--- src/hw/rtl/fsgs_pkg.sv ---
// Shared types, register map, cell codes and threshold helper for the fire-spread grid step.
package fsgs_pkg;

    localparam int MAX_SIZE_DEF = 32;
    localparam int ADDR_W       = 4;
    localparam int DATA_W       = 32;
    localparam int DRAW_W       = 16;
    localparam int CHG_W        = 11;
    localparam int THR_W        = 4;
    localparam int PCT_W        = 7;
    localparam int GRID_W       = 6;
    localparam int NB_COUNT     = 8;

    // register indexes (byte address / 4)
    localparam logic [1:0] REG_GRID  = 2'd0;
    localparam logic [1:0] REG_NEIGH = 2'd1;
    localparam logic [1:0] REG_CATCH = 2'd2;

    localparam logic [GRID_W-1:0] RST_GRID  = 6'd32;
    localparam logic [PCT_W-1:0]  RST_NEIGH = 7'd50;
    localparam logic [PCT_W-1:0]  RST_CATCH = 7'd50;

    // cell codes
    localparam logic [1:0] ST_LIVE    = 2'd1;
    localparam logic [1:0] ST_BURNING = 2'd2;
    localparam logic [1:0] ST_BURNED  = 2'd3;

    // neighbor slots around the center cell
    localparam int NB_NW = 0;
    localparam int NB_N  = 1;
    localparam int NB_NE = 2;
    localparam int NB_W  = 3;
    localparam int NB_E  = 4;
    localparam int NB_SW = 5;
    localparam int NB_S  = 6;
    localparam int NB_SE = 7;

    typedef struct packed {
        logic [DRAW_W-1:0] draw;
        logic [1:0]        state;
    } item_t;

    typedef logic [NB_COUNT-1:0][1:0] nbr_t;

    typedef struct packed {
        logic [THR_W-1:0] thr3;
        logic [THR_W-1:0] thr5;
        logic [THR_W-1:0] thr8;
    } thr_t;

    typedef struct packed {
        logic emit;
        logic clear;
        logic frame_last;
        logic top_row;
        logic bottom_row;
        logic left_col;
        logic right_col;
    } pos_t;

    typedef struct packed {
        logic [1:0]       new_state;
        logic             cell_changed;
        logic             frame_end;
        logic [CHG_W-1:0] frame_changes;
        logic             fire_alive;
    } res_t;

    // floor(kp / 100) for kp up to 1016, by reciprocal multiply
    function automatic logic [THR_W-1:0] thr_of(input logic [9:0] kp);
        logic [22:0] prod;
        prod = 23'(kp) * 23'd5243;
        return prod[22:19];
    endfunction

    localparam logic [THR_W-1:0] RST_THR3 = thr_of(10'(3 * RST_NEIGH));
    localparam logic [THR_W-1:0] RST_THR5 = thr_of(10'(5 * RST_NEIGH));
    localparam logic [THR_W-1:0] RST_THR8 = thr_of(10'(8 * RST_NEIGH));

endpackage

--- src/hw/rtl/fsgs_cell.sv ---
// One chain cell: holds a grid item, loads from its left neighbor or from the chain entry.
module fsgs_cell (
    input  logic            clk,
    input  logic            shift,
    input  logic            load_entry,
    input  fsgs_pkg::item_t from_prev,
    input  fsgs_pkg::item_t from_entry,
    output fsgs_pkg::item_t held
);
    import fsgs_pkg::*;

    item_t held_reg;
    item_t held_next;

    always_comb
    begin
        held_next = load_entry ? from_entry : from_prev;
    end

    always_ff @(posedge clk)
    begin
        if (shift)
        begin
            held_reg <= held_next;
        end
    end

    assign held = held_reg;

endmodule

--- src/hw/rtl/fsgs_line.sv ---
// Row delay chain of cells with a selectable entry point, giving a delay of LEN - entry shifts.
module fsgs_line #(
    parameter int LEN = fsgs_pkg::MAX_SIZE_DEF - 1,
    parameter int EW  = $clog2(fsgs_pkg::MAX_SIZE_DEF)
) (
    input  logic            clk,
    input  logic            shift,
    input  logic [EW-1:0]   entry,
    input  fsgs_pkg::item_t din,
    output fsgs_pkg::item_t dout
);
    import fsgs_pkg::*;

    item_t held [LEN];

    for (genvar i = 0; i < LEN; i++)
    begin : g_cell
        localparam logic [EW-1:0] IDX = EW'(i);
        item_t prev;

        if (i == 0)
        begin : g_first
            assign prev = din;
        end
        else
        begin : g_rest
            assign prev = held[i-1];
        end

        fsgs_cell u_cell (
            .clk        (clk),
            .shift      (shift),
            .load_entry (entry == IDX),
            .from_prev  (prev),
            .from_entry (din),
            .held       (held[i])
        );
    end

    assign dout = held[LEN-1];

endmodule

--- src/hw/rtl/fsgs_eval.sv ---
// Burn rule for the center cell of the window, plus running change count and ignition flag.
module fsgs_eval (
    input  logic                          clk,
    input  logic                          rst_n,
    input  fsgs_pkg::item_t               center,
    input  fsgs_pkg::nbr_t                nbr,
    input  fsgs_pkg::pos_t                pos,
    input  fsgs_pkg::thr_t                thr,
    input  logic [fsgs_pkg::PCT_W-1:0]    catch_pct,
    output fsgs_pkg::res_t                res
);
    import fsgs_pkg::*;

    logic [CHG_W-1:0]    count_reg;
    logic                alive_reg;
    logic [NB_COUNT-1:0] nb_ok;
    logic [NB_COUNT-1:0] burn;
    logic [THR_W-1:0]    cnt;
    logic [THR_W-1:0]    thr_sel;
    logic                row_edge;
    logic                col_edge;
    logic [22:0]         draw_x100;
    logic [22:0]         catch_lim;
    logic                catch_ok;
    logic                ignite;
    logic                burnout;
    logic                changed;
    logic [1:0]          ns;

    always_comb
    begin
        nb_ok[NB_NW] = !pos.top_row && !pos.left_col;
        nb_ok[NB_N]  = !pos.top_row;
        nb_ok[NB_NE] = !pos.top_row && !pos.right_col;
        nb_ok[NB_W]  = !pos.left_col;
        nb_ok[NB_E]  = !pos.right_col;
        nb_ok[NB_SW] = !pos.bottom_row && !pos.left_col;
        nb_ok[NB_S]  = !pos.bottom_row;
        nb_ok[NB_SE] = !pos.bottom_row && !pos.right_col;

        cnt = '0;
        for (int i = 0; i < NB_COUNT; i++)
        begin
            burn[i] = nb_ok[i] && (nbr[i] == ST_BURNING);
            cnt     = cnt + THR_W'(burn[i]);
        end

        row_edge = pos.top_row || pos.bottom_row;
        col_edge = pos.left_col || pos.right_col;
        if (row_edge && col_edge)
        begin
            thr_sel = thr.thr3;
        end
        else if (row_edge || col_edge)
        begin
            thr_sel = thr.thr5;
        end
        else
        begin
            thr_sel = thr.thr8;
        end

        // draw * 100 against catch_pct * 65536
        draw_x100 = 23'({center.draw, 6'b0}) + 23'({center.draw, 5'b0})
                  + 23'({center.draw, 2'b0});
        catch_lim = {catch_pct, 16'b0};
        catch_ok  = draw_x100 <= catch_lim;

        ignite  = (center.state == ST_LIVE) && (thr_sel != '0) && (cnt >= thr_sel)
                && catch_ok;
        burnout = center.state == ST_BURNING;
        changed = ignite || burnout;

        if (ignite)
        begin
            ns = ST_BURNING;
        end
        else if (burnout)
        begin
            ns = ST_BURNED;
        end
        else
        begin
            ns = center.state;
        end

        res.new_state     = ns;
        res.cell_changed  = changed;
        res.frame_end     = pos.frame_last;
        res.frame_changes = count_reg + CHG_W'(changed);
        res.fire_alive    = alive_reg || ignite;
    end

    always_ff @(posedge clk or negedge rst_n)
    begin
        if (!rst_n)
        begin
            count_reg <= '0;
            alive_reg <= 1'b0;
        end
        else if (pos.clear || (pos.emit && pos.frame_last))
        begin
            count_reg <= '0;
            alive_reg <= 1'b0;
        end
        else if (pos.emit)
        begin
            count_reg <= res.frame_changes;
            alive_reg <= res.fire_alive;
        end
    end

`ifndef SYNTH
    a_count_hold: assert property (@(posedge clk) disable iff (!rst_n)
        !pos.emit && !pos.clear |=> $stable(count_reg) && $stable(alive_reg))
        else $error("change count moved without an emitted cell");

    a_frame_clear: assert property (@(posedge clk) disable iff (!rst_n)
        pos.emit && pos.frame_last |=> count_reg == '0 && !alive_reg)
        else $error("generation totals not cleared after last cell");

    a_count_step: assert property (@(posedge clk) disable iff (!rst_n)
        pos.emit && changed && !pos.frame_last && !pos.clear
        |=> count_reg == $past(count_reg) + CHG_W'(1))
        else $error("change count did not advance on a changed cell");
`endif

endmodule

--- src/hw/rtl/fire_spread_grid_step.sv ---
// Top level of the fire-spread grid step: config port, window chain, sequencing and output skid.
// Throughput: one cell per cycle; after the last cell of a grid the input stalls while the
// window chain drains the last row plus one cell, and it also stalls while the skid holds a result.
// Output: cell q is registered at the shift that takes cell q+n+1 (one row plus one cell) or a flush shift.
// Reset: config returns to 32/50/50, frame position and totals clear; the chain cells are not
// reset and need no clearing pass, since only cells of the current grid are ever read.
module fire_spread_grid_step #(
    parameter int MAX_SIZE = fsgs_pkg::MAX_SIZE_DEF
) (
    input  logic                            clk,
    input  logic                            rst_n,
    input  logic                            psel,
    input  logic                            penable,
    input  logic                            pwrite,
    input  logic [fsgs_pkg::ADDR_W-1:0]     paddr,
    input  logic [fsgs_pkg::DATA_W-1:0]     pwdata,
    output logic [fsgs_pkg::DATA_W-1:0]     prdata,
    output logic                            pready,
    input  logic                            in_valid,
    output logic                            in_stall,
    input  logic [1:0]                      cell_state,
    input  logic [fsgs_pkg::DRAW_W-1:0]     catch_draw,
    output logic                            out_valid,
    input  logic                            out_stall,
    output logic [1:0]                      new_state,
    output logic                            cell_changed,
    output logic                            frame_end,
    output logic [fsgs_pkg::CHG_W-1:0]      frame_changes,
    output logic                            fire_alive
);
    import fsgs_pkg::*;

    localparam int NW  = $clog2(MAX_SIZE + 1);
    localparam int CW  = $clog2(MAX_SIZE);
    localparam int EW  = $clog2(MAX_SIZE);
    localparam int LEN = MAX_SIZE - 1;
    localparam int VW  = $clog2(MAX_SIZE * MAX_SIZE + MAX_SIZE + 1);
    localparam int N_RST  = (int'(RST_GRID) > MAX_SIZE) ? MAX_SIZE : int'(RST_GRID);
    localparam int N2_RST = (N_RST < 2) ? 2 : N_RST;

    // config
    logic [GRID_W-1:0] grid_reg;
    logic [PCT_W-1:0]  neigh_reg;
    logic [PCT_W-1:0]  catch_reg;
    logic [NW-1:0]     n_reg;
    logic [CW-1:0]     nm1_reg;
    logic [VW-1:0]     total_m1_reg;
    logic [EW-1:0]     entry_reg;
    thr_t              thr_reg;

    logic              cfg_wr;
    logic              grid_wr;
    logic [GRID_W-1:0] g_w;
    logic [PCT_W-1:0]  p_w;
    logic [NW-1:0]     n_w;
    logic [NW-1:0]     n2_w;
    logic [9:0]        kp3;
    logic [9:0]        kp5;
    logic [9:0]        kp8;

    // sequencing
    logic [VW-1:0] v_reg;
    logic [VW-1:0] v_next;
    logic          emit_on_reg;
    logic          emit_on_next;
    logic          flush_reg;
    logic          flush_next;
    logic [CW-1:0] rq_reg;
    logic [CW-1:0] rq_next;
    logic [CW-1:0] cq_reg;
    logic [CW-1:0] cq_next;
    logic          in_accept;
    logic          shift;
    logic          emit;
    logic          frame_last;
    logic          frame_done;
    logic          last_in;

    // window chain
    item_t din;
    item_t w01;
    item_t w02;
    item_t w10;
    item_t w11;
    item_t w12;
    item_t w20;
    item_t w21;
    item_t w22;
    item_t center;
    nbr_t  nbr;
    pos_t  pos;
    res_t  res;

    // output register and skid
    res_t out_reg;
    res_t out_next;
    res_t skid_reg;
    res_t skid_next;
    logic out_valid_reg;
    logic out_valid_next;
    logic skid_valid_reg;
    logic skid_valid_next;
    logic out_take;

    // ---------------- config port ----------------
    assign pready  = 1'b1;
    assign cfg_wr  = psel && penable && pwrite && pready;
    assign grid_wr = cfg_wr && (paddr[3:2] == REG_GRID);

    always_comb
    begin
        g_w = pwdata[GRID_W-1:0];
        p_w = pwdata[PCT_W-1:0];
        if (g_w == '0)
        begin
            n_w = NW'(1);
        end
        else if (g_w > GRID_W'(MAX_SIZE))
        begin
            n_w = NW'(MAX_SIZE);
        end
        else
        begin
            n_w = NW'(g_w);
        end
        n2_w = (n_w < NW'(2)) ? NW'(2) : n_w;
        kp3  = 10'({p_w, 1'b0}) + 10'(p_w);
        kp5  = 10'({p_w, 2'b0}) + 10'(p_w);
        kp8  = 10'({p_w, 3'b0});
    end

    always_ff @(posedge clk or negedge rst_n)
    begin
        if (!rst_n)
        begin
            grid_reg     <= RST_GRID;
            neigh_reg    <= RST_NEIGH;
            catch_reg    <= RST_CATCH;
            n_reg        <= NW'(N_RST);
            nm1_reg      <= CW'(N_RST - 1);
            total_m1_reg <= VW'(N_RST * N_RST - 1);
            entry_reg    <= EW'(MAX_SIZE - N2_RST);
            thr_reg      <= '{thr3: RST_THR3, thr5: RST_THR5, thr8: RST_THR8};
        end
        else if (cfg_wr)
        begin
            case (paddr[3:2])
                REG_GRID:
                begin
                    grid_reg     <= g_w;
                    n_reg        <= n_w;
                    nm1_reg      <= CW'(n_w - NW'(1));
                    total_m1_reg <= VW'(VW'(n_w) * VW'(n_w) - VW'(1));
                    entry_reg    <= EW'(NW'(MAX_SIZE) - n2_w);
                end
                REG_NEIGH:
                begin
                    neigh_reg <= p_w;
                    thr_reg   <= '{thr3: thr_of(kp3), thr5: thr_of(kp5), thr8: thr_of(kp8)};
                end
                REG_CATCH:
                begin
                    catch_reg <= p_w;
                end
                default:
                begin
                    catch_reg <= catch_reg;
                end
            endcase
        end
    end

    always_comb
    begin
        case (paddr[3:2])
            REG_GRID:  prdata = DATA_W'(grid_reg);
            REG_NEIGH: prdata = DATA_W'(neigh_reg);
            REG_CATCH: prdata = DATA_W'(catch_reg);
            default:   prdata = '0;
        endcase
    end

    // ---------------- sequencing ----------------
    assign in_stall   = flush_reg || skid_valid_reg;
    assign in_accept  = in_valid && !in_stall;
    assign shift      = !skid_valid_reg && (flush_reg || in_valid);
    assign emit       = shift && emit_on_reg;
    assign frame_last = (rq_reg == nm1_reg) && (cq_reg == nm1_reg);
    assign frame_done = emit && frame_last;
    assign last_in    = in_accept && (v_reg == total_m1_reg);

    always_comb
    begin
        v_next       = v_reg;
        emit_on_next = emit_on_reg;
        flush_next   = flush_reg;
        rq_next      = rq_reg;
        cq_next      = cq_reg;
        if (grid_wr || (shift && frame_done))
        begin
            v_next       = '0;
            emit_on_next = 1'b0;
            flush_next   = 1'b0;
            rq_next      = '0;
            cq_next      = '0;
        end
        else if (shift)
        begin
            v_next = v_reg + VW'(1);
            // the cell one row plus one behind is complete from here on
            if (v_reg == VW'(n_reg))
            begin
                emit_on_next = 1'b1;
            end
            if (last_in)
            begin
                flush_next = 1'b1;
            end
            if (emit)
            begin
                if (cq_reg == nm1_reg)
                begin
                    cq_next = '0;
                    rq_next = rq_reg + CW'(1);
                end
                else
                begin
                    cq_next = cq_reg + CW'(1);
                end
            end
        end
    end

    always_ff @(posedge clk or negedge rst_n)
    begin
        if (!rst_n)
        begin
            v_reg       <= '0;
            emit_on_reg <= 1'b0;
            flush_reg   <= 1'b0;
            rq_reg      <= '0;
            cq_reg      <= '0;
        end
        else
        begin
            v_reg       <= v_next;
            emit_on_reg <= emit_on_next;
            flush_reg   <= flush_next;
            rq_reg      <= rq_next;
            cq_reg      <= cq_next;
        end
    end

    // ---------------- window chain ----------------
    assign din = '{draw: catch_draw, state: cell_state};

    fsgs_cell u_w01 (
        .clk(clk), .shift(shift), .load_entry(1'b0),
        .from_prev(din), .from_entry(din), .held(w01)
    );
    fsgs_cell u_w02 (
        .clk(clk), .shift(shift), .load_entry(1'b0),
        .from_prev(w01), .from_entry(w01), .held(w02)
    );

    fsgs_line #(.LEN(LEN), .EW(EW)) u_line1 (
        .clk(clk), .shift(shift), .entry(entry_reg), .din(w01), .dout(w10)
    );

    fsgs_cell u_w11 (
        .clk(clk), .shift(shift), .load_entry(1'b0),
        .from_prev(w10), .from_entry(w10), .held(w11)
    );
    fsgs_cell u_w12 (
        .clk(clk), .shift(shift), .load_entry(1'b0),
        .from_prev(w11), .from_entry(w11), .held(w12)
    );

    fsgs_line #(.LEN(LEN), .EW(EW)) u_line2 (
        .clk(clk), .shift(shift), .entry(entry_reg), .din(w11), .dout(w20)
    );

    fsgs_cell u_w21 (
        .clk(clk), .shift(shift), .load_entry(1'b0),
        .from_prev(w20), .from_entry(w20), .held(w21)
    );
    fsgs_cell u_w22 (
        .clk(clk), .shift(shift), .load_entry(1'b0),
        .from_prev(w21), .from_entry(w21), .held(w22)
    );

    always_comb
    begin
        // a one-cell grid has no row delay: its center is two shifts back
        center      = (n_reg == NW'(1)) ? w02 : w11;
        nbr[NB_NW]  = w22.state;
        nbr[NB_N]   = w21.state;
        nbr[NB_NE]  = w20.state;
        nbr[NB_W]   = w12.state;
        nbr[NB_E]   = w10.state;
        nbr[NB_SW]  = w02.state;
        nbr[NB_S]   = w01.state;
        nbr[NB_SE]  = din.state;

        pos.emit       = emit;
        pos.clear      = grid_wr;
        pos.frame_last = frame_last;
        pos.top_row    = rq_reg == '0;
        pos.bottom_row = rq_reg == nm1_reg;
        pos.left_col   = cq_reg == '0;
        pos.right_col  = cq_reg == nm1_reg;
    end

    fsgs_eval u_eval (
        .clk       (clk),
        .rst_n     (rst_n),
        .center    (center),
        .nbr       (nbr),
        .pos       (pos),
        .thr       (thr_reg),
        .catch_pct (catch_reg),
        .res       (res)
    );

    // ---------------- output register and skid ----------------
    assign out_take = out_valid_reg && !out_stall;

    always_comb
    begin
        out_next        = out_reg;
        out_valid_next  = out_valid_reg;
        skid_next       = skid_reg;
        skid_valid_next = skid_valid_reg;
        if (skid_valid_reg)
        begin
            if (out_take)
            begin
                out_next        = skid_reg;
                out_valid_next  = 1'b1;
                skid_valid_next = 1'b0;
            end
        end
        else if (!out_valid_reg || out_take)
        begin
            out_next       = res;
            out_valid_next = emit;
        end
        else if (emit)
        begin
            // hold the new item while the output is stalled
            skid_next       = res;
            skid_valid_next = 1'b1;
        end
    end

    always_ff @(posedge clk or negedge rst_n)
    begin
        if (!rst_n)
        begin
            out_valid_reg  <= 1'b0;
            skid_valid_reg <= 1'b0;
        end
        else
        begin
            out_valid_reg  <= out_valid_next;
            skid_valid_reg <= skid_valid_next;
        end
    end

    always_ff @(posedge clk)
    begin
        out_reg  <= out_next;
        skid_reg <= skid_next;
    end

    assign out_valid     = out_valid_reg;
    assign new_state     = out_reg.new_state;
    assign cell_changed  = out_reg.cell_changed;
    assign frame_end     = out_reg.frame_end;
    assign frame_changes = out_reg.frame_changes;
    assign fire_alive    = out_reg.fire_alive;

`ifndef SYNTH
    a_skid_behind_out: assert property (@(posedge clk) disable iff (!rst_n)
        skid_valid_reg |-> out_valid_reg)
        else $error("skid holds an item while the output is empty");

    a_frame_restart: assert property (@(posedge clk) disable iff (!rst_n)
        frame_done |=> v_reg == '0 && !flush_reg && !emit_on_reg)
        else $error("frame position not restarted after last cell");

    a_emit_window: assert property (@(posedge clk) disable iff (!rst_n)
        emit_on_reg |-> VW'(n_reg) < v_reg)
        else $error("emission enabled before the window is filled");
`endif

endmodule

--- config.mk ---
export PLATFORM = sky130hd
export DESIGN_NAME = fire_spread_grid_step
export DESIGN_NICKNAME = d
export VERILOG_FILES = /design/src/hw/rtl/fsgs_pkg.sv /design/src/hw/rtl/fsgs_cell.sv /design/src/hw/rtl/fsgs_line.sv /design/src/hw/rtl/fsgs_eval.sv /design/src/hw/rtl/fire_spread_grid_step.sv
export SDC_FILE = /design/constraint.sdc
export NUM_CORES = 1
export LEC_CHECK = 0
export BUFFER_PORTS_ARGS = -buffer_cell sky130_fd_sc_hd__buf_2
export CORE_UTILIZATION = 60
export CTS_BUF_LIST = sky130_fd_sc_hd__clkbuf_2 sky130_fd_sc_hd__clkbuf_4 sky130_fd_sc_hd__clkbuf_8
export DETAILED_ROUTE_END_ITERATION = 16
export PLACE_DENSITY = 0.85
export SLEW_MARGIN = 10
export SYNTH_ARGS = -nofsm -noshare
export SYNTH_HDL_FRONTEND = slang
export SYNTH_SLANG_ARGS = --single-unit
--- constraint.sdc ---
create_clock -name clk -period 45.7 [get_ports clk]
set_input_delay 13.71 -clock clk [delete_from_list [all_inputs] [get_ports clk]]
set_output_delay 13.71 -clock clk [all_outputs]
set_load 0.02 [all_outputs]
==> flow_summary.json <==
{
  "status": "finished, final reports clean",
  "synthCells": 2941,
  "postCtsHoldBufs": 0,
  "antenna_found_initial": 1,
  "powerDensity_mw_per_mm2": 76.2,
  "endpoint_kind": "output port",
  "h-tree-depth": 3,
  "critPathKind": "primary input to output port",
  "ys_warn_count": 0,
  "cp.required_ns": 31.99,
  "die_area_mm2": 0.0701,
  "grt_pass1_wl_um": 130000,
  "synth_top_family_by_area": "multiplexers",
  "drive_gt1_frac": 0.300,
  "viasPerCell": 5.91,
  "cts_buffers": 115,
  "synthesis.area_mm2": 0.0414,
  "cp_max_fo": 11,
  "stdcell_area_mm2": 0.0448,
  "largest_register_ffs": 558,
  "synth_fa_ha_area_frac": 0.131,
  "clockBufferDepth": 3,
  "power_leakage_nw": 18.0,
  "synth_compound_area_frac": 0.0381,
  "synth-seq-cells": 785,
  "grt_overflow_total": 0,
  "cts_tree": "done",
  "clkLatencyLatePin_ns": 0.73,
  "hold_viol_final": 0,
  "synth_edf_count": 692,
  "firstDrtPassIters": 5,
  "rsz0062_at_grt": "false",
  "dp_hpwl_um": 50900,
  "cts_resized": 0,
  "synth_top_area_share": 0.501,
  "grt_max_degree": 211,
  "dr.first_iter.drc_count": 1833,
  "clkPwrFrac": 0.170,
  "skew_ns": 0.0463,
  "dieWidth_um": 265,
  "muxShareOfSynthArea": 0.165,
  "place_inst": 3738,
  "arrival_ns": 14.69,
  "ys_top_cells_by_area": "edfxtp_1 50%, mux2_2 16%, ha_1 7.5%",
  "routed_wl_um": 81000,
  "row_count": 95,
  "clk_pin_slew_ns": 0.06,
  "yosysTopAreaCell": "edfxtp_1",
  "start_kind": "primary input",
  "grt_pass1_vias": 24300,
  "maxCapViolCount": 0,
  "cts_setup_buffers": 0,
  "groute.usage.overall": 0.234,
  "p_total_w": 0.00341,
  "synth-simple-area-share": 0.0460,
  "vdd_ir_drop_max_uv": 54.4,
  "period_minus_slack_ns": 28.40,
  "io_pins": 112,
  "drc": 0,
  "cts.sinks": 785,
  "tns_ns": 0,
  "power.internal_w": 0.00222,
  "fin_nets": 3409,
  "synth_seq_area_share": 0.558,
  "synthArstFlopShare": 0.118,
  "synth_xor_area_frac": 0.0194,
  "min_period_over_period": 0.621,
  "core_area_mm2": 0.0678,
  "place_area_mm2": 0.0424,
  "seq_power_share": 0.426,
  "drt-wirelength-per-cell_um": 20.5,
  "synthToLayoutAreaGrowth_pct": 8.15,
  "worst_pin_slew_ns": 1.27,
  "instances_no_fill": 3949,
  "power_switching_w": 0.00120,
  "swShare": 0.350,
  "synth_flop_cell": "edfxtp_1",
  "io_buffers": 58,
  "maxSlewHeadroom": 0.153,
  "slew_violations": 0,
  "max_freq_mhz": 35.2,
  "vias": 23300,
  "cts_root_buf": "clkbuf_8",
  "hp-class": "register to register",
  "synth_cell_types": 69,
  "synth.avg_cell_area_um2": 14.1,
  "p_comb_frac": 0.404,
  "place.gp.congestion": 0.872,
  "die_h_um": 265,
  "initial_utilization": 0.612,
  "setup_viol": 0,
  "detail-route-antenna-nets": 0
}
-- final timing paths --
check | startpoint | to | slack (ns) | cells past startpoint
worst max-delay path | paddr[2] | prdata[1] | 17.30 | 5
worst min-delay path | u_line1.g_cell[30].u_cell.held[16]$_DFFE_PP_ | u_w11.held[16]$_DFFE_PP_ | 0.42 | 0
worst max register to register | n_reg[3]$_DFFE_PN0P_ | frame_changes[10]$_DFFE_PP_ | 37.34 | 32
worst min register to register | u_line1.g_cell[30].u_cell.held[16]$_DFFE_PP_ | u_w11.held[16]$_DFFE_PP_ | 0.42 | 0
max in group asynchronous | rst_n | skid_valid_reg$_DFF_PN0_ | 31.62 | 2
min in group asynchronous | rst_n | neigh_reg[2]$_DFFE_PN0P_ | 12.89 | 1
-- worst max-delay path, stage by stage --
cell and delay, ns:
buf_2 0.16, nor2b_1 0.43, nand2_1 0.09, o21ai_0 0.10
buf_2 0.19
-- power groups by stage --
stage                     clock (W)  sequential (W)  combinational [W]
after floorplan                   0         0.00152            0.00107
after global placement            0         0.00144            0.00127
after detailed placement          0         0.00146            0.00136
after CTS                  0.000592         0.00145            0.00138
after global routing       0.000623         0.00149            0.00155
final                      0.000582         0.00145            0.00138
-- layout by cell type, fill, tap and decap left out, types with 15 or more instances in the layout --
| master | netlist | routed |
|---|---|---|
| mux2i_1 | 16 | 15 |
| buf_2 | 0 | 57 |
| xnor2_1 | 33 | 33 |
| conb_1 | 2 | 27 |
| o21ai_0 | 121 | 121 |
| edfxtp_1 | 692 | 692 |
| xor2_1 | 59 | 59 |
| fa_1 | 117 | 117 |
| a21oi_1 | 42 | 42 |
| nand2_1 | 173 | 173 |
| inv_1 | 246 | 246 |
| clkinv_1 | 2 | 27 |
| buf_4 | 26 | 24 |
| dfrtp_1 | 69 | 69 |
| dfstp_2 | 24 | 24 |
| ha_1 | 247 | 247 |
| clkbuf_8 | 0 | 121 |
| nor2_1 | 77 | 69 |
| mux2_2 | 594 | 594 |
| nand3_1 | 33 | 33 |
| clkbuf_4 | 0 | 41 |
| nor3_1 | 16 | 15 |
-- final cells by class --
| cell class | instances | area [um^2] |
|---|---|---|
| Tap cell | 873 | 1090 |
| Multi-Input combinational cell | 1749 | 16700 |
| Timing Repair Buffer | 85 | 548 |
| Fill cell | 4477 | 22900 |
| Clock buffer | 162 | 1970 |
| Inverter | 248 | 931 |
| Sequential cell | 785 | 23100 |
| Clock inverter | 45 | 399 |
| Antenna cell | 2 | 5.00 |
-- cells in the mapped netlist (33+ instances only) --
| master | n |
|---|---|
| edfxtp_1 | 692 |
| mux2_2 | 594 |
| ha_1 | 247 |
| inv_1 | 246 |
| nand2_1 | 173 |
| clkbuf_1 | 122 |
| o21ai_0 | 121 |
| fa_1 | 117 |
| nor2_1 | 77 |
| dfrtp_1 | 69 |
| xor2_1 | 59 |
| a21oi_1 | 42 |
| buf_1 | 36 |
| nand3_1 | 33 |
| xnor2_1 | 33 |
-- per-stage QoR --
stage / util / setup WS (ns) / hold WS, ns
detailed placement: 0.626 / 17.32 / 0.405
finish: 0.661 / 17.30 / 0.416
CTS: 0.661 / 17.32 / 0.416
global placement: 0.625 / 17.31 / 0.403
global route: 0.661 / 17.12 / 0.426
floorplan: - / 10.42 / 0.400
-- logic make-up after synthesis --
kind of cell             Yosys count
XOR/XNOR                          92
other                              2
flip-flops                       785
adder cells (fa/ha/maj)          364
buffers and inverters            432
AO/OA/AOI/OAI                    256
multiplexers                     610
AND/OR/NAND/NOR                  400
-- per-layer routing --
metal,GRT usage,vias to the layer above,part of all wire
li1,-,10600,-
met1,0.308,11900,0.42
met2,0.397,690,0.50
met3,0.0393,152,0.053
met4,0.0755,0,0.028
met5,0,-,0
(Power assumes the default switching activity.)
